**src/hw/rtl/ogr_pkg.sv**
```systemverilog
// Shared types, codes and constants of the occupancy grid ray update block.
package ogr_pkg;

  typedef enum logic [3:0] {
    ST_CLEAR, ST_IDLE, ST_READ0, ST_READ1, ST_TRIG, ST_MULT, ST_HDIV, ST_HWAIT,
    ST_HFIX, ST_PT, ST_PWAIT, ST_PWR, ST_ADV, ST_FINISH
  } st_t;

  localparam logic OP_INTEGRATE = 1'b0;
  localparam logic OP_READ      = 1'b1;

  localparam logic [2:0] CFG_CELL_SIZE = 3'd0;
  localparam logic [2:0] CFG_COLS      = 3'd1;
  localparam logic [2:0] CFG_ROWS      = 3'd2;
  localparam logic [2:0] CFG_HALF_SIDE = 3'd3;
  localparam logic [2:0] CFG_OCC_CODE  = 3'd4;
  localparam logic [2:0] CFG_FREE_CODE = 3'd5;

  localparam int DIV_NW = 26;
  localparam int DIV_DW = 18;
  localparam int DIV_CW = 5;

  typedef struct packed {
    logic              start;
    logic [DIV_DW-1:0] rem0;
    logic [DIV_NW-1:0] num;
    logic [DIV_DW-1:0] den;
    logic [DIV_CW-1:0] iters;
  } div_req_t;

  localparam int CW = 20;
  localparam logic signed [CW-1:0] ANG_HALF_PI = 20'sd102944;
  localparam logic signed [CW-1:0] ANG_PI      = 20'sd205887;
  localparam logic signed [CW-1:0] CORDIC_GAIN = 20'sd39797;

  function automatic logic [15:0] atan_entry(input logic [3:0] i);
    logic [15:0] v;
    case (i)
      4'd0:    v = 16'd51472;
      4'd1:    v = 16'd30386;
      4'd2:    v = 16'd16055;
      4'd3:    v = 16'd8150;
      4'd4:    v = 16'd4091;
      4'd5:    v = 16'd2047;
      4'd6:    v = 16'd1024;
      4'd7:    v = 16'd512;
      4'd8:    v = 16'd256;
      4'd9:    v = 16'd128;
      4'd10:   v = 16'd64;
      4'd11:   v = 16'd32;
      4'd12:   v = 16'd16;
      4'd13:   v = 16'd8;
      4'd14:   v = 16'd4;
      default: v = 16'd2;
    endcase
    return v;
  endfunction

endpackage

```
**src/hw/rtl/ogr_div.sv**
```systemverilog
// Iterative restoring divider, one quotient bit per cycle.
module ogr_div (
  input  logic                     clk,
  input  logic                     rst,
  input  ogr_pkg::div_req_t        req,
  output logic [ogr_pkg::DIV_NW-1:0] quo,
  output logic [ogr_pkg::DIV_DW-1:0] rem,
  output logic                     busy
);
  import ogr_pkg::*;

  logic [DIV_NW-1:0] num;
  logic [DIV_DW-1:0] den;
  logic [DIV_CW-1:0] cnt;
  logic [DIV_DW:0]   t;

  assign t = {rem, num[DIV_NW-1]};

  always_ff @(posedge clk) begin
    if (rst) begin
      busy <= 1'b0;
    end else if (req.start) begin
      busy <= 1'b1;
      cnt  <= req.iters;
      rem  <= req.rem0;
      num  <= req.num;
      den  <= req.den;
      quo  <= '0;
    end else if (busy) begin
      if (t >= {1'b0, den}) begin
        rem <= DIV_DW'(t - {1'b0, den});
        quo <= {quo[DIV_NW-2:0], 1'b1};
      end else begin
        rem <= t[DIV_DW-1:0];
        quo <= {quo[DIV_NW-2:0], 1'b0};
      end
      num <= {num[DIV_NW-2:0], 1'b0};
      cnt <= cnt - 1'b1;
      if (cnt == DIV_CW'(1)) begin
        busy <= 1'b0;
      end
    end
  end
endmodule

```
**config.mk**
```make
export PLATFORM = sky130hd
export DESIGN_NAME = ogr_div
export DESIGN_NICKNAME = d
export VERILOG_FILES = /design/src/hw/rtl/ogr_pkg.sv /design/src/hw/rtl/ogr_div.sv
export SDC_FILE = /design/constraint.sdc
export NUM_CORES = 1
export LEC_CHECK = 0
export BUFFER_PORTS_ARGS = -buffer_cell sky130_fd_sc_hd__clkbuf_2
export CORE_MARGIN = 2
export CORE_UTILIZATION = 58
export CTS_BUF_LIST = sky130_fd_sc_hd__clkbuf_16
export DETAILED_ROUTE_END_ITERATION = 7
export HOLD_SLACK_MARGIN = 0.12
export PLACE_DENSITY = 0.95
export SETUP_SLACK_MARGIN = 0.05
export SYNTH_ARGS = -nofsm -noshare
export SYNTH_HDL_FRONTEND = slang
export SYNTH_SLANG_ARGS = --single-unit
```
**constraint.sdc**
```tcl
create_clock -name clk -period 14.14 [get_ports clk]
set_input_delay 2.828 -clock clk [delete_from_list [all_inputs] [get_ports clk]]
set_output_delay 2.828 -clock clk [all_outputs]
set_load 0.01 [all_outputs]
```
# --- Word-level counts from Yosys, hierarchy flattened ---
# Index checks and enable logic that the tools add are counted.
totals:
  memories: 0
  regBits: 94
  latch_bits: 0
  output_inout_bits: 45
  elab_cells: 26
  rom_bits: 0
  mem_bits_rw: 0
  inputBits: 70
op_classes:
  muxes: 12
  div: 0
  n_reduce_logical: 3
  add_sub_neg: 2
  n_bitwise: 1
  n_shift: 0
  n_mul: 0
  magnitude_cmp: 1
  n_eq_ne: 1
op_table:
  columns: ["op", "n"]
  rows:
  - ["$mux W26", 3]
  - ["$mux W18", 3]
  - ["$ge A19 B18 Y1", 1]
  - ["$sub A18 B18 Y18", 1]
  - ["$mux W5", 2]
  - ["$eq A5 B1 Y1 const B", 1]
  - ["$sub A5 B1 Y5 const B", 1]
  - ["$mux W1", 4]
  - ["$reduce_and A2 Y1", 2]
  - ["$reduce_bool A2 Y1", 1]
  - ["$not A1 Y1", 1]

# --- Longest topological paths before layout ---
logic_depth:
  depth_word: 4
  depth_mapped: 11
  depth_no_buf: 10

# --- Worst setup path before layout ---
# Ideal clock, no wire load.
synth_timing:
  kind: "input to register"
  from: "in req[67] (netlist bit)"
  to: "reg cnt[0], enable pin"
  n_path_buf: 2
  t_arrival_ns: 6.591
  path_stages: 4
  setup_time_ns: 0.510
  required_time_ns: 13.630
  setup_slack_ns: 7.039
  cell_sequence: "clkbuf_1 -> clkbuf_1 -> nor2_1 -> nor2_1"
synth_between:
  elab_chain_len: 2
synth_lines:
  columns: ["item", "line_no", "source"]
  rows:
  - ["start, declared", "ogr_div.sv:5", "input ogr_pkg::div_req_t req,"]
  - ["$reduce_bool A2 Y1 (no line)", null, null]
  - ["$reduce_and A2 Y1 (no line)", null, null]
  - ["end signal, assigned", "ogr_div.sv:24", "cnt <= req.iters;"]
  - ["end signal, assigned", "ogr_div.sv:38", "cnt <= cnt - 1'b1;"]
  - ["end, declared", "ogr_div.sv:14", "logic [DIV_CW-1:0] cnt;"]
# No other way between the ends.
# A chain may end at the register's enable or synchronous reset.

# --- Worst setup path in the final report ---
layout_timing:
  from: "in req[67] (netlist bit)"
  to: "reg quo[7] (netlist bit), enable pin"
layout_between:
  elab_chain_len: 2
layout_lines:
  columns: ["item", "line_no", "source"]
  rows:
  - ["$reduce_bool A2 Y1 (no line)", null, null]
  - ["$reduce_and A2 Y1 (no line)", null, null]
  - ["end signal, assigned", "ogr_div.sv:32", "quo <= {quo[DIV_NW-2:0], 1'b1};"]
  - ["end signal, assigned", "ogr_div.sv:35", "quo <= {quo[DIV_NW-2:0], 1'b0};"]
  - ["end, declared", "ogr_div.sv:6", "output logic [ogr_pkg::DIV_NW-1:0] quo,"]
# No other way between the ends.

==> metrics.yaml <==
logic_synthesis:
  synth_cells: 403
  synthArstFlopShare_pct: 0
  synth_xor_area_share_pct: 2.324
  synthSimpleGateAreaFrac_pct: 12.61
  synth.area.mux_share_pct: 6.844
  yosysSeqAreaShare_pct: 57.41
  synthAdderAreaFrac_pct: 5.516
  synth_ff_type: "edfxtp_1"
  synthDistinctLibCells: 52
  synth_top_family_by_area: "simple AND/OR/NAND/NOR gates"
  avgSynthCellArea_sq_um: 12.16
  ys_warn_count: 0
  synth_compound_area_share_pct: 11.64
  synthesis.nets: 494
  synth_area_sq_mm: 0.004900
  ys_seq_elements: 94
  synth-edff-count: 93
global_routing:
  track_usage_pct: 23.92
  antenna_found_initial: 0
  grt_pass1_wl_microns: 16480
  grt_pass1_vias: 3448
  grt_overflow: 0
  grt_max_degree: 99
min_path:
  hp-class: "register to register"
  hold-path-cell-count: 1
floorplanning:
  initial_core_util_pct: 59.63
  core_sq_mm: 0.008217
  dieWidth_microns: 95.91
  dieArea_sq_mm: 0.009199
  rows: 33
  ios: 115
  die_y_microns: 95.91
routing:
  finalWirelength_microns: 10420
  drc: 0
  vias: 3471
  firstDrtPassIters: 4
  ant_nets: 0
  drt_iter0_drc: 205
  via_per_inst: 5.571
  wl_per_cell_microns: 16.72
clock_network:
  post_cts_buffers: 0
  htree_num_levels: 3
  cts_tree: "done"
  cts_hold_buf: 0
  clk_pin_slew_worst_paths_ns: 0.08
  cts_resized: 0
  clock-sinks: 94
  cts_made_buffers: 9
  root_buffer: "clkbuf_16"
  ctsLongestPathBuffers: 2
  insertion_delay_ns: 0.35
setup_path:
  cp-startpoint: "req[67]"
  crit_top_cell: "buf_4"
  path_cells: "buf_2 -> buf_4 -> nor2_1 -> nor2_4 -> buf_4"
  critPathRequiredTime_ns: 14.12
  rr_endpoint: "rem[0]$_DFFE_PP_"
  critPathSlowestCell: "buf_4"
  rr_worst_depth: 8
  rrSetupSlack_ns: 10.97
  endpoint: "quo[7]$_SDFFCE_PP0P_"
  endpoint_kind: "register"
  worstSetupPathType: "input pin to register"
  cp.arrival_ns: 5.11
  crit_path_start_kind: "input pin"
  max_stage_delay_ns: 0.71
  crit_fanout: 98
  reg2reg_from: "rem[9]$_DFFE_PP_"
finish:
  syn2layout_area_growth_pct: 19.23
  layout_commonest_cell: "clkbuf_2"
  diodes: 0
  fin_nets: 604
  most-common-layout-cells: "clkbuf_2 (113), edfxtp_1 (93), a21oi_1 (43), nor2b_1 (43), nand2_1 (30)"
  drive_gt1_share_pct: 33.20
  design_area_sq_mm: 0.005842
timing:
  worstMarginPinSlew_ns: 1.067
  final-hold-violation-count: 0
  finalClockSkew_ns: 0.008502
  setup_viol: 0
  max_freq_mhz: 195.0
  rsz0062_at_grt: "false"
  min_period_ns: 5.129
  slew_viol_final: 0
  tns_ns: 0
  final.period_utilization_pct: 36.27
  slew_headroom_pct: 28.87
power:
  p_leak_nw: 2.411
  seqPwrFrac_pct: 47.3
  power-per-cell-area_mw_per_mm2: 124.2
  swShare_pct: 28.63
  p_clk_share_pct: 33.0
  pwr-share-comb_pct: 19.7
  internal-power_w: 0.0005178
  ir_drop_mv: 0.08211
  power.switching_w: 0.0002077
placed_design:
  place_area_sq_mm: 0.005543
  gp_congestion: 0.9357
  port-buffer-count: 114
  dpl.hpwl_microns: 7253
run:
  drv_cap: 0
outcome:
  status: "finished, final reports clean"
## cell type report
type	count	area, sq um
inverters	24	90.09
clock inverters	7	73.82
multi-input cells	267	1916
well taps	105	131.4
fillers	578	2375
flip-flops and latches	94	2813
repair buffers	117	593.1
clock buffers	9	225.2
## power by group through the flow
stage	logic [W]	clock network (W)	registers, W
2_1_floorplan	0.0000971	0	0.000352
3_3_place_gp	0.000134	0	0.000348
3_5_place_dp	0.000140	0	0.000349
4_1_cts	0.000142	0.000243	0.000343
5_1_grt	0.000158	0.000253	0.000345
6_report	0.000143	0.000240	0.000343
## metrics by stage
stage	instances	power (W)	setup slack, ns	utilization, %	hold WS, ns
detailed placement	607	0.0004887	8.629	67.46	0.5393
floorplan	403	0.0004491	7.039	-	0.5248
global placement	607	0.0004825	8.730	67.46	0.5297
CTS	623	0.0007277	9.021	71.10	0.5573
finish	623	0.0007255	9.011	71.10	0.5535
global route	623	0.0007562	8.787	71.10	0.5730
## registers in the layout, indices dropped and copies added (netlist names)
signal  count
num        26
busy        1
den        18
cnt         5
quo        26
rem        18
## cells in the mapped netlist (all sizes together), types with 4 or more instances
cell type / count / area [sq um]
a211oi: 4 / 35.03
a21oi: 46 / 256.5
and2: 4 / 25.02
buf: 7 / 47.55
clkbuf: 11 / 41.29
edfxtp: 93 / 2793
ha: 20 / 250.2
inv: 24 / 90.09
mux2: 28 / 315.3
nand2: 30 / 112.6
nand2b: 8 / 50.05
nand3: 6 / 30.03
nand4: 4 / 25.02
nor2: 12 / 45.04
nor2b: 43 / 269.0
nor3: 4 / 20.02
o21ai: 14 / 73.82
xnor2: 6 / 52.55
xor2: 7 / 61.31
## cell families after synthesis
group / Yosys count
DFF: 94
muxes: 30
adders and majority gates: 21
buffers and inverters: 42
xor gates and xnor gates: 13
AOI/OAI and AO/OA: 87
and+or+nand+nor: 116
## how the worst min path moves through the flow
stage                                    to                 start  slack, ns
after detailed placement  num[14]$_DFFE_PP_     num[13]$_DFFE_PP_       0.54
after floorplan           num[24]$_DFFE_PP_     num[23]$_DFFE_PP_       0.52
after CTS                  num[1]$_DFFE_PP_  num[0]$_SDFFCE_PN0P_       0.56
final                     num[14]$_DFFE_PP_     num[13]$_DFFE_PP_       0.55
after global placement     num[1]$_DFFE_PP_  num[0]$_SDFFCE_PN0P_       0.53
after global routing       num[1]$_DFFE_PP_  num[0]$_SDFFCE_PN0P_       0.57
## per-layer routing
metal  wire length [microns]  up-vias  part of all wire (%)  GRT usage, %
li1                        -     1681                     -             -
met1                    4238     1621                    41         30.61
met3                     818       15                   7.9         5.951
met4                     182        0                   1.7         7.500
met5                       0        -                     0             0
met2                    5176      154                    50         40.27
## worst max-delay path, delay by kind of cell
kind                   cells  cell delay [ns]
buffers and inverters      3             1.42
AND/OR/NAND/NOR            2             0.79
Power figures use the tool's default switching activity.
