--- config.mk ---
export PLATFORM = sky130hd
export DESIGN_NAME = ogr_cordic
export DESIGN_NICKNAME = d
export VERILOG_FILES = /design/src/hw/rtl/ogr_pkg.sv /design/src/hw/rtl/ogr_cordic.sv
export SDC_FILE = /design/constraint.sdc
export NUM_CORES = 1
export LEC_CHECK = 0
export BUFFER_PORTS_ARGS = -buffer_cell sky130_fd_sc_hd__buf_2
export CORE_AREA = 2 2 139 141
export CTS_CLUSTER_SIZE = 24
export DETAILED_ROUTE_END_ITERATION = 6
export DIE_AREA = 0 0 141 143
export GPL_ROUTABILITY_DRIVEN = 0
export PLACE_DENSITY = 0.71
export SYNTH_ARGS = -nofsm -noshare
export SYNTH_HDL_FRONTEND = slang
export SYNTH_SLANG_ARGS = --single-unit
--- constraint.sdc ---
create_clock -name clk -period 6.5 [get_ports clk]
set_clock_uncertainty 0.15 [all_clocks]
set_input_delay 0.325 -clock clk [delete_from_list [all_inputs] [get_ports clk]]
set_output_delay 0.325 -clock clk [all_outputs]
set_load 0.05 [all_outputs]
--- src/hw/rtl/ogr_pkg.sv ---
// Shared types, codes and constants of the occupancy grid ray update block.
package ogr_pkg;

  typedef enum logic [3:0] {
    ST_CLEAR, ST_IDLE, ST_READ0, ST_READ1, ST_TRIG, ST_MULT, ST_HDIV, ST_HWAIT,
    ST_HFIX, ST_PT, ST_PWAIT, ST_PWR, ST_ADV, ST_FINISH
  } st_t;

  localparam logic OP_INTEGRATE = 1'b0;
  localparam logic OP_READ      = 1'b1;

  localparam logic [2:0] CFG_CELL_SIZE = 3'd0;
  localparam logic [2:0] CFG_COLS      = 3'd1;
  localparam logic [2:0] CFG_ROWS      = 3'd2;
  localparam logic [2:0] CFG_HALF_SIDE = 3'd3;
  localparam logic [2:0] CFG_OCC_CODE  = 3'd4;
  localparam logic [2:0] CFG_FREE_CODE = 3'd5;

  localparam int DIV_NW = 26;
  localparam int DIV_DW = 18;
  localparam int DIV_CW = 5;

  typedef struct packed {
    logic              start;
    logic [DIV_DW-1:0] rem0;
    logic [DIV_NW-1:0] num;
    logic [DIV_DW-1:0] den;
    logic [DIV_CW-1:0] iters;
  } div_req_t;

  localparam int CW = 20;
  localparam logic signed [CW-1:0] ANG_HALF_PI = 20'sd102944;
  localparam logic signed [CW-1:0] ANG_PI      = 20'sd205887;
  localparam logic signed [CW-1:0] CORDIC_GAIN = 20'sd39797;

  function automatic logic [15:0] atan_entry(input logic [3:0] i);
    logic [15:0] v;
    case (i)
      4'd0:    v = 16'd51472;
      4'd1:    v = 16'd30386;
      4'd2:    v = 16'd16055;
      4'd3:    v = 16'd8150;
      4'd4:    v = 16'd4091;
      4'd5:    v = 16'd2047;
      4'd6:    v = 16'd1024;
      4'd7:    v = 16'd512;
      4'd8:    v = 16'd256;
      4'd9:    v = 16'd128;
      4'd10:   v = 16'd64;
      4'd11:   v = 16'd32;
      4'd12:   v = 16'd16;
      4'd13:   v = 16'd8;
      4'd14:   v = 16'd4;
      default: v = 16'd2;
    endcase
    return v;
  endfunction

endpackage

--- src/hw/rtl/ogr_cordic.sv ---
// Iterative rotation CORDIC giving cosine and sine of a Q2.14 bearing.
module ogr_cordic (
  input  logic                        clk,
  input  logic                        rst,
  input  logic                        start,
  input  logic signed [15:0]          bearing,
  output logic signed [ogr_pkg::CW-1:0] cos_o,
  output logic signed [ogr_pkg::CW-1:0] sin_o,
  output logic                        busy
);
  import ogr_pkg::*;

  logic signed [CW-1:0] x, y, ang, a0, dx, dy, at;
  logic [3:0] i;
  logic neg;

  assign a0 = {{(CW-18){bearing[15]}}, bearing, 2'b00};
  assign dx = x >>> i;
  assign dy = y >>> i;
  assign at = $signed({{(CW-16){1'b0}}, atan_entry(i)});
  assign cos_o = neg ? -x : x;
  assign sin_o = neg ? -y : y;

  always_ff @(posedge clk) begin
    if (rst) begin
      busy <= 1'b0;
    end else if (start) begin
      busy <= 1'b1;
      i    <= 4'd0;
      x    <= CORDIC_GAIN;
      y    <= '0;
      if (a0 > ANG_HALF_PI) begin
        ang <= a0 - ANG_PI;
        neg <= 1'b1;
      end else if (a0 < -ANG_HALF_PI) begin
        ang <= a0 + ANG_PI;
        neg <= 1'b1;
      end else begin
        ang <= a0;
        neg <= 1'b0;
      end
    end else if (busy) begin
      if (ang >= 0) begin
        x   <= x - dy;
        y   <= y + dx;
        ang <= ang - at;
      end else begin
        x   <= x + dy;
        y   <= y - dx;
        ang <= ang + at;
      end
      i <= i + 4'd1;
      if (i == 4'd15) begin
        busy <= 1'b0;
      end
    end
  end
endmodule

# Word-level counts from Yosys, hierarchy flattened
# Memories as Yosys holds them, arrays and structs flattened. A register that Yosys moved wholly into a read port is not among the register bits.
# Index checks and enable logic that the tools add are counted.
# word_totals
register_bits,66
elab_cells,46
memories,1
rom_bits,256
out_inout_bits,41
input_bits,19
# mem_list
name,depth,word_bits,rd,rd_ports_with_merged_regs,write_ports,line,source
(no name shown),16,16,1,1,0,ogr_pkg.sv:38,case (i)
# op_classes
n_lt_le_gt_ge,3
mux,18
n_bitwise,1
addsub,11
reduce_logical,3
shift,2
n_eq_ne,1
# ops
operator,n
$mux W20,11
$add A20 B20 Y20,2
$neg A20 Y20,2
$sshr A20 B4 Y20,2
$sub A20 B20 Y20,2
$add A18 B19 Y20 const B,1
$add A20 B17 Y20,1
$ge A20 B1 Y1 const B,1
$sub A18 B19 Y20 const B,1
$sub A20 B17 Y20,1
$gt A18 B18 Y1 const B,1
$lt A18 B18 Y1 const B,1
$mux W4,3
$add A4 B1 Y4 const B,1
$eq A4 B4 Y1 const B,1
$mux W1,4
$reduce_and A2 Y1,2
$reduce_bool A2 Y1,1
$not A1 Y1,1

# Depth between registers and ports, before layout
# Gate-level depths: netlist of run 1.
# depth
ltp_word,4
mapped_depth,23
depth_no_buf,19

# Worst setup path before layout of run 1
# OpenSTA, ideal clock, no wires.
# synth_path
kind,register -> register
from,register i[0]
to,register y[15] (data pin)
arrival_time_ps,4248
n_path_buf,4
stages_incl_launch_ff,20
t_required_ps,6072
path_slack_ps,1824
period_less_slack_ps,4676
setup_time_ps,278
path_cell_list,edfxtp_1 > buf_4 > buf_6 > buf_4 > buf_2 > mux4_2 > a222oi_1 > ha_1 > nor2b_1 > a31oi_1 > xnor2_1 > ha_1 > a21o_1 > a21oi_1 > a32oi_1 > o211ai_1 > nand2b_1 > a21oi_1 > mux2i_1 > o311ai_0
# synth_via
elab_chain_cells,4
elab_cells_between_ends,5
classes_between,add/sub: 2; shift: 1; mux: 2
# synth_rtl
item,line,source
"start, declared",ogr_cordic.sv:14,logic [3:0] i;
"start signal, assigned",ogr_cordic.sv:52,i <= i + 4'd1;
$sshr A20 B4 Y20 (*),ogr_cordic.sv:18,assign dx = x >>> i;
$sub A20 B20 Y20 / $add A20 B20 Y20 (equally long branches),"ogr_cordic.sv:49, ogr_cordic.sv:45",
$mux W20 (*),ogr_cordic.sv:43,if (ang >= 0) begin
$mux W20 (*),ogr_cordic.sv:42,end else if (busy) begin
"end signal, assigned",ogr_cordic.sv:45,y <= y + dx;
"end signal, assigned",ogr_cordic.sv:49,y <= y - dx;
"end, declared",ogr_cordic.sv:13,"logic signed [CW-1:0] x, y, ang, a0, dx, dy, at;"
# Every way passes the cells marked *; elsewhere a longest branch is shown, timed or not. The select of a mux whose other input is x is not followed.
# A chain may end at the register's enable or synchronous reset.

# Final worst setup path of run 1
# layout_path
from,register i[1]
to,register x[19] (data pin)
# layout_via
elab_chain_cells,4
elab_cells_between_ends,5
classes_between,add/sub: 2; shift: 1; mux: 2
# layout_rtl
item,line,source
$sshr A20 B4 Y20 (*),ogr_cordic.sv:19,assign dy = y >>> i;
$add A20 B20 Y20 / $sub A20 B20 Y20 (equally long branches),"ogr_cordic.sv:48, ogr_cordic.sv:44",
$mux W20 (*),ogr_cordic.sv:43,
$mux W20 (*),ogr_cordic.sv:42,
"end signal, assigned",ogr_cordic.sv:44,x <= x - dy;
"end signal, assigned",ogr_cordic.sv:48,x <= x + dy;
"end, declared",ogr_cordic.sv:13,
# Marks and branches as above.

==> results of run 1 <==
[worst max-delay path by stage]
stage	startpoint	end	slack [ns]	cells after the start
floorplan	i[0]$_SDFFCE_PP0P_	y[15]$_SDFFCE_PP0P_	1.82	19
global placement	i[0]$_SDFFCE_PP0P_	y[15]$_SDFFCE_PP0P_	1.27	17
detailed placement	i[0]$_SDFFCE_PP0P_	x[19]$_SDFFCE_PP0P_	1.14	18
CTS	i[0]$_SDFFCE_PP0P_	x[19]$_SDFFCE_PP0P_	1.09	18
global route	i[0]$_SDFFCE_PP0P_	y[15]$_SDFFCE_PP0P_	0.53	17
finish	i[1]$_SDFFCE_PP0P_	x[19]$_SDFFCE_PP0P_	1.02	18
[registers in the layout, summed over array words and instances, names as in the netlist]
register and flops:
i 4, neg 1, at 16, x 20, ang 20, busy 1
y 20
[critical path, stage by stage (launching register included)]
cell       delay, ns
edfxtp_1        0.75
buf_12          0.32
mux4_2          0.56
nand2_1         0.10
o21ai_0         0.14
o21ai_0         0.26
ha_1            0.21
a21bo_2         0.25
nand4bb_1       0.35
nand2_1         0.17
xor2_1          0.16
ha_1            0.29
o21a_1          0.12
o21ai_0         0.41
o21bai_1        0.19
a31oi_1         0.15
o41ai_1         0.36
or2_2           0.18
mux2i_1         0.06
[cell type report]
type | instances | area share
multi-input combinational | 1056 | 0.693
clock inverter | 4 | 0.00225
inverter | 47 | 0.0159
clock buffer | 12 | 0.0232
timing repair buffer | 67 | 0.0331
sequential | 82 | 0.206
tap | 234 | 0.0263
[cell usage after synthesis, drive strengths merged (4+ instances only)]
cell | count | area, µm²
o211ai | 12 | 90.1
edfxtp | 65 | 1950
a21boi | 4 | 30.0
ha | 77 | 963
or4 | 5 | 37.5
or3 | 9 | 56.3
or2 | 8 | 50.1
nand2b | 30 | 188
buf | 27 | 156
nor3 | 30 | 150
nor2b | 18 | 113
xnor2 | 97 | 850
a22oi | 5 | 37.5
mux2 | 25 | 289
and2 | 4 | 25.0
o21a | 11 | 82.6
o21bai | 9 | 67.6
o211a | 4 | 40.0
a211oi | 9 | 77.6
a31oi | 12 | 75.1
xor2 | 47 | 412
a311oi | 4 | 35.0
inv | 44 | 165
o31ai | 29 | 223
o21ai | 80 | 400
o22ai | 11 | 75.1
nand3 | 26 | 135
a21oi | 77 | 385
o41ai | 5 | 43.8
nand2 | 126 | 473
mux2i | 52 | 533
nor2 | 117 | 439
mux4 | 23 | 518
nor4 | 5 | 31.3
nor3b | 5 | 42.5
and3 | 6 | 37.5
clkbuf | 46 | 174
a21o | 18 | 135
dfxtp | 17 | 340
[power by group]
| group | switching, mW | total, mW | internal (mW) |
|---|---|---|---|
| registers | 0.293 | 1.07 | 0.782 |
| clock network | 0.228 | 0.510 | 0.282 |
| logic | 1.94 | 3.30 | 1.36 |
| total | 2.46 | 4.88 | 2.42 |
[layer usage]
layer	vias to the layer above	global-route usage	wire [µm]
met2	327	0.479	13200
met5	-	0	0
met4	0	0.134	1180
li1	4623	-	-
met1	4402	0.341	11600
met3	75	0.0433	1520
[placed cells by master (no fill, tap or decap), types with 27 or more instances in the layout]
cell type / synthesis / final
o31ai_1: 28 / 27
nor2_1: 117 / 117
nand2_1: 126 / 126
xor2_1: 47 / 47
ha_1: 77 / 77
xnor2_1: 97 / 97
inv_1: 43 / 42
buf_2: 8 / 59
edfxtp_1: 65 / 65
nor3_1: 30 / 30
mux2i_1: 51 / 51
o21ai_0: 76 / 76
nand2b_1: 30 / 30
a21oi_1: 77 / 77
[through the flow]
step | setup WS (ns) | cell area (µm²) | instances | util | hold slack [ns]
6_report | 1.02 | 11100 | 1502 | 0.599 | 0.171
5_1_grt | 0.531 | 11100 | 1502 | 0.599 | 0.176
4_1_cts | 1.09 | 11100 | 1502 | 0.599 | 0.174
3_5_place_dp | 1.14 | 10800 | 1486 | 0.584 | 0.548
3_3_place_gp | 1.27 | 10800 | 1486 | 0.584 | 0.548
2_1_floorplan | 1.82 | 10500 | 1258 | - | 0.374
[cells by family (layout without fill, tap and decap cells)]
| family | count (synthesis) | in the layout | synth area share |
|---|---|---|---|
| muxes | 100 | 100 | 0.128 |
| buffers and inverters | 120 | 130 | 0.0482 |
| AOI/OAI and AO/OA | 333 | 333 | 0.212 |
| adders and majority gates | 80 | 80 | 0.0974 |
| xor gates and xnor gates | 144 | 144 | 0.120 |
| and+or+nand+nor | 399 | 399 | 0.177 |
| DFF | 82 | 82 | 0.218 |
==> flow_summary.json, run 1 <==
{
  "die_h_um": 143,
  "path_max_fanout": 43,
  "rows": 50,
  "antenna_found_initial": 0,
  "drive_gt1_frac": 0.121,
  "slew_headroom": 0.257,
  "io_pins": 60,
  "yosys_warnings": 0,
  "dp_hpwl_um": 20300,
  "syn_to_final_growth_pct": 5.88,
  "r2r_cells": 18,
  "htreeDepth": 3,
  "synth.avg_cell_area_um2": 8.35,
  "cts.clk_slew.worst_paths_ns": 0.06,
  "period_needed_ns": 5.48,
  "netlist_instances": 1258,
  "drtAntennaViolNets": 0,
  "cp.arrival_ns": 5.44,
  "drtPass1Iterations": 5,
  "antenna_cells": 0,
  "min_path_cells": 2,
  "finalCritPeriodShare": 0.843,
  "hold_viol_final": 0,
  "synth_cell_types": 87,
  "io_buffers": 59,
  "irDropWorstVdd_v": 0.000192,
  "slew_violations": 0,
  "synth_edf_count": 65,
  "drv_cap": 0,
  "r2r_end": "x[19]$_SDFFCE_PP0P_",
  "numCtsBuffers": 9,
  "nFillCells": 1707,
  "hold_path_end": "neg$_SDFFCE_PP1P_",
  "final.setup.tns_ns": 0,
  "grt_use_total": 0.278,
  "yosysSeqAreaShare": 0.218,
  "worst_pin_slew_ns": 1.11,
  "drc": 0,
  "rsz0062_at_grt": "no",
  "synth_flop_cell": "edfxtp_1",
  "synthesis.area_um2": 10500,
  "holdCritStartpoint": "rst",
  "register_area_um2": 2290,
  "routed_wl_um": 27500,
  "hold_class": "in -> reg",
  "multi_input_area_um2": 7710,
  "cts.sinks": 82,
  "cts_tree": "done",
  "start_util": 0.566,
  "required_ns": 6.46,
  "coreArea_um2": 18600,
  "wl_per_cell_um": 18.3,
  "leakagePower_nw": 4.46,
  "insertion_delay_ns": 0.36,
  "total_power_mw": 4.88,
  "cp-end-kind": "flip-flop",
  "setup_viol": 0,
  "rrSetupSlack_ns": 1.02,
  "cts_root_buffer": "clkbuf_16",
  "powerDensity_nw_per_um2": 439,
  "vias": 9427,
  "synth_fp_nets": 1357,
  "drtIter0Drc": 642,
  "grt_pass1_vias": 8835,
  "startpoint_type": "flip-flop",
  "ys_ff_latch": 82,
  "cts_resized": 0,
  "fp.dieW_um": 141,
  "grt_max_degree": 65,
  "dieArea_um2": 20200,
  "outcome": "completed",
  "crit_type": "reg -> reg",
  "final_nets": 1362,
  "clockBufferDepth": 2,
  "routed_via_density": 6.28,
  "grt_first_pass_wirelength_um": 44700,
  "async_reset_ff_frac": 0,
  "r2r_start": "i[1]$_SDFFCE_PP0P_",
  "cts_setup_buffers": 0,
  "fmax_mhz": 183,
  "hold_buffers": 0,
  "gr-total-overflow": 0
}
No activity file was read; power rests on OpenSTA's default activity.
==> run 2: changes to the inputs <==
Settings changed: PLACE_DENSITY 0.71 to 0.74.
Clock period 6.5 ns to 4.5 ns, I/O delays scaled along.
==> run 2 against run 1 <==
Against the previous run: the flow now finishes with violations (design-rule violations, negative setup slack); wire length rose by 12%; non-clock buffer count rose by 115; largest power group unchanged; critical path type unchanged; utilization rose by 6.8 points; maximum frequency rose by 22%; clock power rose by 51%; via count rose by 8.2%; cell area rose by 11%; die area did not move; sequential cell count did not move; cell count rose by 7.7%; global-route usage rose by 2.1 points; clock-buffer cell count rose by 1.
==> flow_summary.json, run 2 (same netlist as run 1, synthesis figures left out) <==
{
  "outcome": "finished, violations left",
  "violations": "design-rule violations, negative setup slack",
  "top_regs": "ang (20), x (20), y (20)",
  "fmax_mhz": 222,
  "layout_commonest_cell": "nand2_1",
  "drc": 5,
  "rsz0062_at_grt": "yes",
  "final_nets": 1477,
  "cts_tree": "done",
  "slew_headroom": 0.186,
  "antenna_cells": 0,
  "final.setup.tns_ns": -0.00266,
  "drive_gt1_frac": 0.234,
  "register_area_um2": 2290,
  "gr-total-overflow": 0,
  "slew_violations": 0,
  "setup_slack_ns": -0.00266,
  "io_buffers": 59,
  "cts.sinks": 82,
  "timing.hold.ws_ns": 0.0963,
  "coreArea_um2": 18600,
  "hold_class": "in -> reg",
  "io_pins": 60,
  "cp.arrival_ns": 4.46,
  "rows": 50,
  "dp_hpwl_um": 22900,
  "fp.dieW_um": 141,
  "setup_viol": 1,
  "multi_input_area_um2": 8010,
  "start_util": 0.566,
  "routed_wl_um": 30800,
  "final_cell_mix": "nand2_1 (123), nor2_1 (114), buf_4 (111)",
  "cp-end-kind": "flip-flop",
  "antenna_found_initial": 0,
  "grt_use_total": 0.299,
  "grt_max_degree": 41,
  "drtPass1Iterations": 7,
  "vias": 10200,
  "crit_type": "reg -> reg",
  "nFillCells": 1512,
  "die_h_um": 143,
  "required_ns": 4.45,
  "clockBufferDepth": 2,
  "wl_per_cell_um": 19.1,
  "grt_pass1_vias": 9457,
  "numCtsBuffers": 9,
  "cts.clk_slew.worst_paths_ns": 0.06,
  "final_util": 0.667,
  "grt_first_pass_wirelength_um": 48000,
  "drv_cap": 0,
  "powerDensity_nw_per_um2": 650,
  "drtAntennaViolNets": 0,
  "finalCritPeriodShare": 1.00,
  "worst_pin_slew_ns": 1.22,
  "startpoint_type": "flip-flop",
  "hold_viol_final": 0,
  "postLayoutCellArea_um2": 12400,
  "path_max_fanout": 13,
  "syn_to_final_growth_pct": 17.9,
  "irDropWorstVdd_v": 0.000258,
  "htreeDepth": 3,
  "hold_buffers": 0,
  "placed_area_um2": 11600,
  "routed_via_density": 6.31,
  "period_needed_ns": 4.50,
  "dieArea_um2": 20200,
  "drtIter0Drc": 891,
  "cts_root_buffer": "clkbuf_16",
  "insertion_delay_ns": 0.36,
  "leakagePower_nw": 5.11
}
run 2: cell types whose count changed in the layout (fill, tap and decap cells not counted), moves of 6 or more:
cell     before  now
buf_4         7  111
o21ai_0      76   67
a21oi_1      77   68
buf_6         0    6
a21oi_2       0    8
o21ai_1       4   10
run 2: what timing repair did:
action,4_1_cts,5_1_grt
buffers inserted,3,20
hold endpoints to repair,0,0
cloned,0,1
endpoints found under the setup margin,6,20
pin swaps,0,27
gates resized for setup,5,73
run 2: power breakdown:
part	internal [mW]	total, mW	switching (mW)
logic	2.53	5.89	3.35
clock network	0.431	0.770	0.339
registers	1.13	1.40	0.272
total	4.09	8.05	3.97
run 2: final cells by class:
type / instances / share of cell area
Inverter: 47 / 0.0149
Tap cell: 234 / 0.0236
Clock inverter: 3 / 0.00162
Timing Repair Buffer: 182 / 0.106
Sequential cell: 82 / 0.185
Clock buffer: 13 / 0.0222
Multi-Input combinational cell: 1056 / 0.647
run 2: layer usage:
metal  global-route usage  wire length, µm
met5                    0                0
met4                0.131             1260
met3               0.0456             2230
met2                0.532            15300
met1                0.359            12100
run 2: path summary, 6_finish.rpt:
kind | start | endpoint | slack (ns) | cells past startpoint
setup / recovery | i[0]$_SDFFCE_PP0P_ | x[19]$_SDFFCE_PP0P_ | -0.003 | 20
hold / removal | rst | neg$_SDFFCE_PP1P_ | 0.1 | 2
setup reg to reg | i[0]$_SDFFCE_PP0P_ | x[19]$_SDFFCE_PP0P_ | -0.003 | 20
hold reg to reg | at[0]$_SDFF_PP0_ | ang[0]$_DFFE_PP_ | 0.56 | 2
run 2: worst max-delay path, cell delays in order (launching register included):
cell      delay (ns)
edfxtp_1        0.40
buf_12          0.17
buf_12          0.16
mux4_2          0.55
nand2_1         0.08
o211ai_1        0.17
o32ai_4         0.37
buf_6           0.16
nand2_1         0.06
o21ai_2         0.12
xnor2_1         0.14
ha_1            0.28
a21o_1          0.19
nor2_2          0.17
nand4_1         0.21
buf_4           0.21
nand3_1         0.12
a31oi_4         0.11
o41ai_2         0.23
or2_2           0.16
mux2i_1         0.06
run 2: per-stage QoR:
| step | total power, mW | instances | setup WS (ns) |
|---|---|---|---|
| floorplan | 5.31 | 1258 | 0.00896 |
| global placement | 6.65 | 1577 | -0.0184 |
| detailed placement | 6.74 | 1577 | -0.107 |
| CTS | 7.58 | 1596 | 0.00198 |
| global route | 8.61 | 1617 | -0.174 |
| finish | 8.05 | 1617 | -0.00266 |
==> run 3: changes to the inputs <==
Settings changed: CTS_BUF_LIST set to sky130_fd_sc_hd__clkbuf_8.
==> run 3 against run 2 <==
Against the previous run: the run ends with negative setup slack left; register-to-register slack worse by 0.08 ns; maximum frequency decreased by 1.7%; worst hold slack lost 0.038 ns; combinational power up 2%; setup slack got worse by 0.078 ns; power decreased by 0.96%; non-clock buffer count is 3 higher; sequential share of layout area up 0.081 points; first-iteration DRC count decreased by 11%; via count grew 0.12%; critical endpoint is now y[15]$_SDFFCE_PP0P_.
==> flow_summary.json, run 3 (same netlist as run 1, synthesis figures left out) <==
{
  "outcome": "finished, violations left",
  "violations": "negative setup slack",
  "vias": 10200,
  "holdCritStartpoint": "rst",
  "io_buffers": 59,
  "antenna_found_initial": 0,
  "switchingPower_mw": 3.98,
  "min_path_cells": 2,
  "top_regs": "ang (20), x (20), y (20)",
  "r2r_cells": 20,
  "crit_type": "reg -> reg",
  "grt_max_degree": 41,
  "register_area_um2": 2290,
  "start_util": 0.566,
  "dp_hpwl_um": 22900,
  "grt_use_total": 0.297,
  "die_h_um": 143,
  "hold_class": "in -> reg",
  "dieArea_um2": 20200,
  "final.setup.tns_ns": -0.250,
  "layout_commonest_cell": "nand2_1",
  "timing.hold.ws_ns": 0.0586,
  "hold_viol_final": 0,
  "cp.arrival_ns": 4.56,
  "pwr-share-seq": 0.175,
  "total_power_mw": 7.98,
  "r2r_end": "y[15]$_SDFFCE_PP0P_",
  "wl_per_cell_um": 19.0,
  "required_ns": 4.48,
  "final_util": 0.664,
  "clockBufferDepth": 2,
  "rrSetupSlack_ns": -0.08,
  "htreeDepth": 3,
  "rows": 50,
  "cts.clk_slew.worst_paths_ns": 0.10,
  "insertion_delay_ns": 0.39,
  "multi_input_area_um2": 8040,
  "numCtsBuffers": 9,
  "period_needed_ns": 4.58,
  "grt_pass1_vias": 9383,
  "hold_path_end": "neg$_SDFFCE_PP1P_",
  "fp.dieW_um": 141,
  "rsz0062_at_grt": "yes",
  "slew_headroom": 0.193,
  "switching_share": 0.499,
  "routed_wl_um": 30900,
  "grt_first_pass_wirelength_um": 47600,
  "drtAntennaViolNets": 0,
  "coreArea_um2": 18600,
  "setup_viol": 8,
  "cp-end-kind": "flip-flop",
  "path_max_fanout": 4,
  "clockPowerShare": 0.074,
  "final_nets": 1480,
  "p_int_mw": 3.99,
  "routed_via_density": 6.30,
  "cts.sinks": 82,
  "irDropWorstVdd_v": 0.000277,
  "io_pins": 60,
  "drv_cap": 0,
  "syn_to_final_growth_pct": 17.3,
  "nFillCells": 1528,
  "gr-total-overflow": 0,
  "r2r_start": "i[1]$_SDFFCE_PP0P_",
  "startpoint_type": "flip-flop",
  "drtPass1Iterations": 6,
  "drtIter0Drc": 793,
  "slew_violations": 0,
  "worst_pin_slew_ns": 1.21,
  "final_cell_mix": "nand2_1 (123), nor2_1 (114), buf_4 (114)",
  "drc": 0,
  "fmax_mhz": 218,
  "leakagePower_nw": 5.08,
  "antenna_cells": 0,
  "cts_root_buffer": "clkbuf_8",
  "drive_gt1_frac": 0.234,
  "cts_tree": "done",
  "setup_slack_ns": -0.0803,
  "powerDensity_nw_per_um2": 647,
  "finalCritPeriodShare": 1.02,
  "comb_power_share": 0.751
}
-- run 3: worst max-delay path, cell delays in order, from the launching register on --
cell	delay, ns
edfxtp_1	0.43
buf_6	0.14
mux4_2	0.53
buf_4	0.17
a211oi_1	0.35
o21ai_1	0.16
inv_1	0.20
ha_4	0.17
nor2b_4	0.17
buf_4	0.13
nand2_1	0.09
nand2_1	0.10
xnor2_1	0.09
ha_1	0.29
nor2_1	0.24
nand2_2	0.11
o211ai_1	0.19
nand2b_1	0.13
a21oi_2	0.15
mux2i_1	0.20
o311ai_1	0.12
-- run 3: area by class of cell --
cell class | count | area share
multi-input cells | 1056 | 0.652
flip-flops and latches | 82 | 0.186
repair buffers | 185 | 0.108
well taps | 234 | 0.0237
inverters | 47 | 0.0146
clock buffers | 10 | 0.0112
clock inverters | 6 | 0.00467
-- run 3: worst max path at each step --
stage                              startpoint                   to  slack (ns)  cells after the start
after CTS                  i[1]$_SDFFCE_PP0P_  y[15]$_SDFFCE_PP0P_        0.01                     19
after floorplan            i[1]$_SDFFCE_PP0P_  y[15]$_SDFFCE_PP0P_       0.009                     18
final                      i[1]$_SDFFCE_PP0P_  y[15]$_SDFFCE_PP0P_       -0.08                     20
after global routing       i[1]$_SDFFCE_PP0P_  y[15]$_SDFFCE_PP0P_       -0.27                     20
after global placement    y[14]$_SDFFCE_PP0P_  x[15]$_SDFFCE_PP1P_       -0.02                     18
after detailed placement   i[1]$_SDFFCE_PP0P_  x[15]$_SDFFCE_PP1P_       -0.11                     18
-- run 3: power by group through the flow --
| stage | registers [mW] | clock network [mW] | logic (mW) |
|---|---|---|---|
| after floorplan | 1.29 | 0 | 4.02 |
| final | 1.40 | 0.589 | 5.99 |
| after global routing | 1.41 | 0.623 | 6.49 |
| after global placement | 1.40 | 0 | 5.25 |
| after CTS | 1.38 | 0.594 | 5.42 |
| after detailed placement | 1.41 | 0 | 5.33 |
-- run 3: timing repair --
item,in CTS,in global routing
hold buffers,0,0
gates cloned,0,1
gates resized for setup,6,77
setup endpoints to repair,7,21
pin swaps,3,42
setup buffers,3,23
-- run 3: through the flow --
step                setup WS [ns]  area (µm²)  cells
global route               -0.274       12300   1620
detailed placement         -0.107       11600   1577
CTS                        0.0114       11800   1596
global placement          -0.0184       11600   1577
floorplan                 0.00896       10500   1258
finish                    -0.0803       12300   1620
-- run 3: per-layer routing --
layer  wire [µm]  track usage  vias to the layer above  share of wire
met5           0            0                        -              0
met2       15200        0.522                      422           0.49
met3        2030       0.0463                       96          0.066
li1            -            -                     4856              -
met4        1270        0.130                        0          0.041
met1       12400        0.361                     4839           0.40
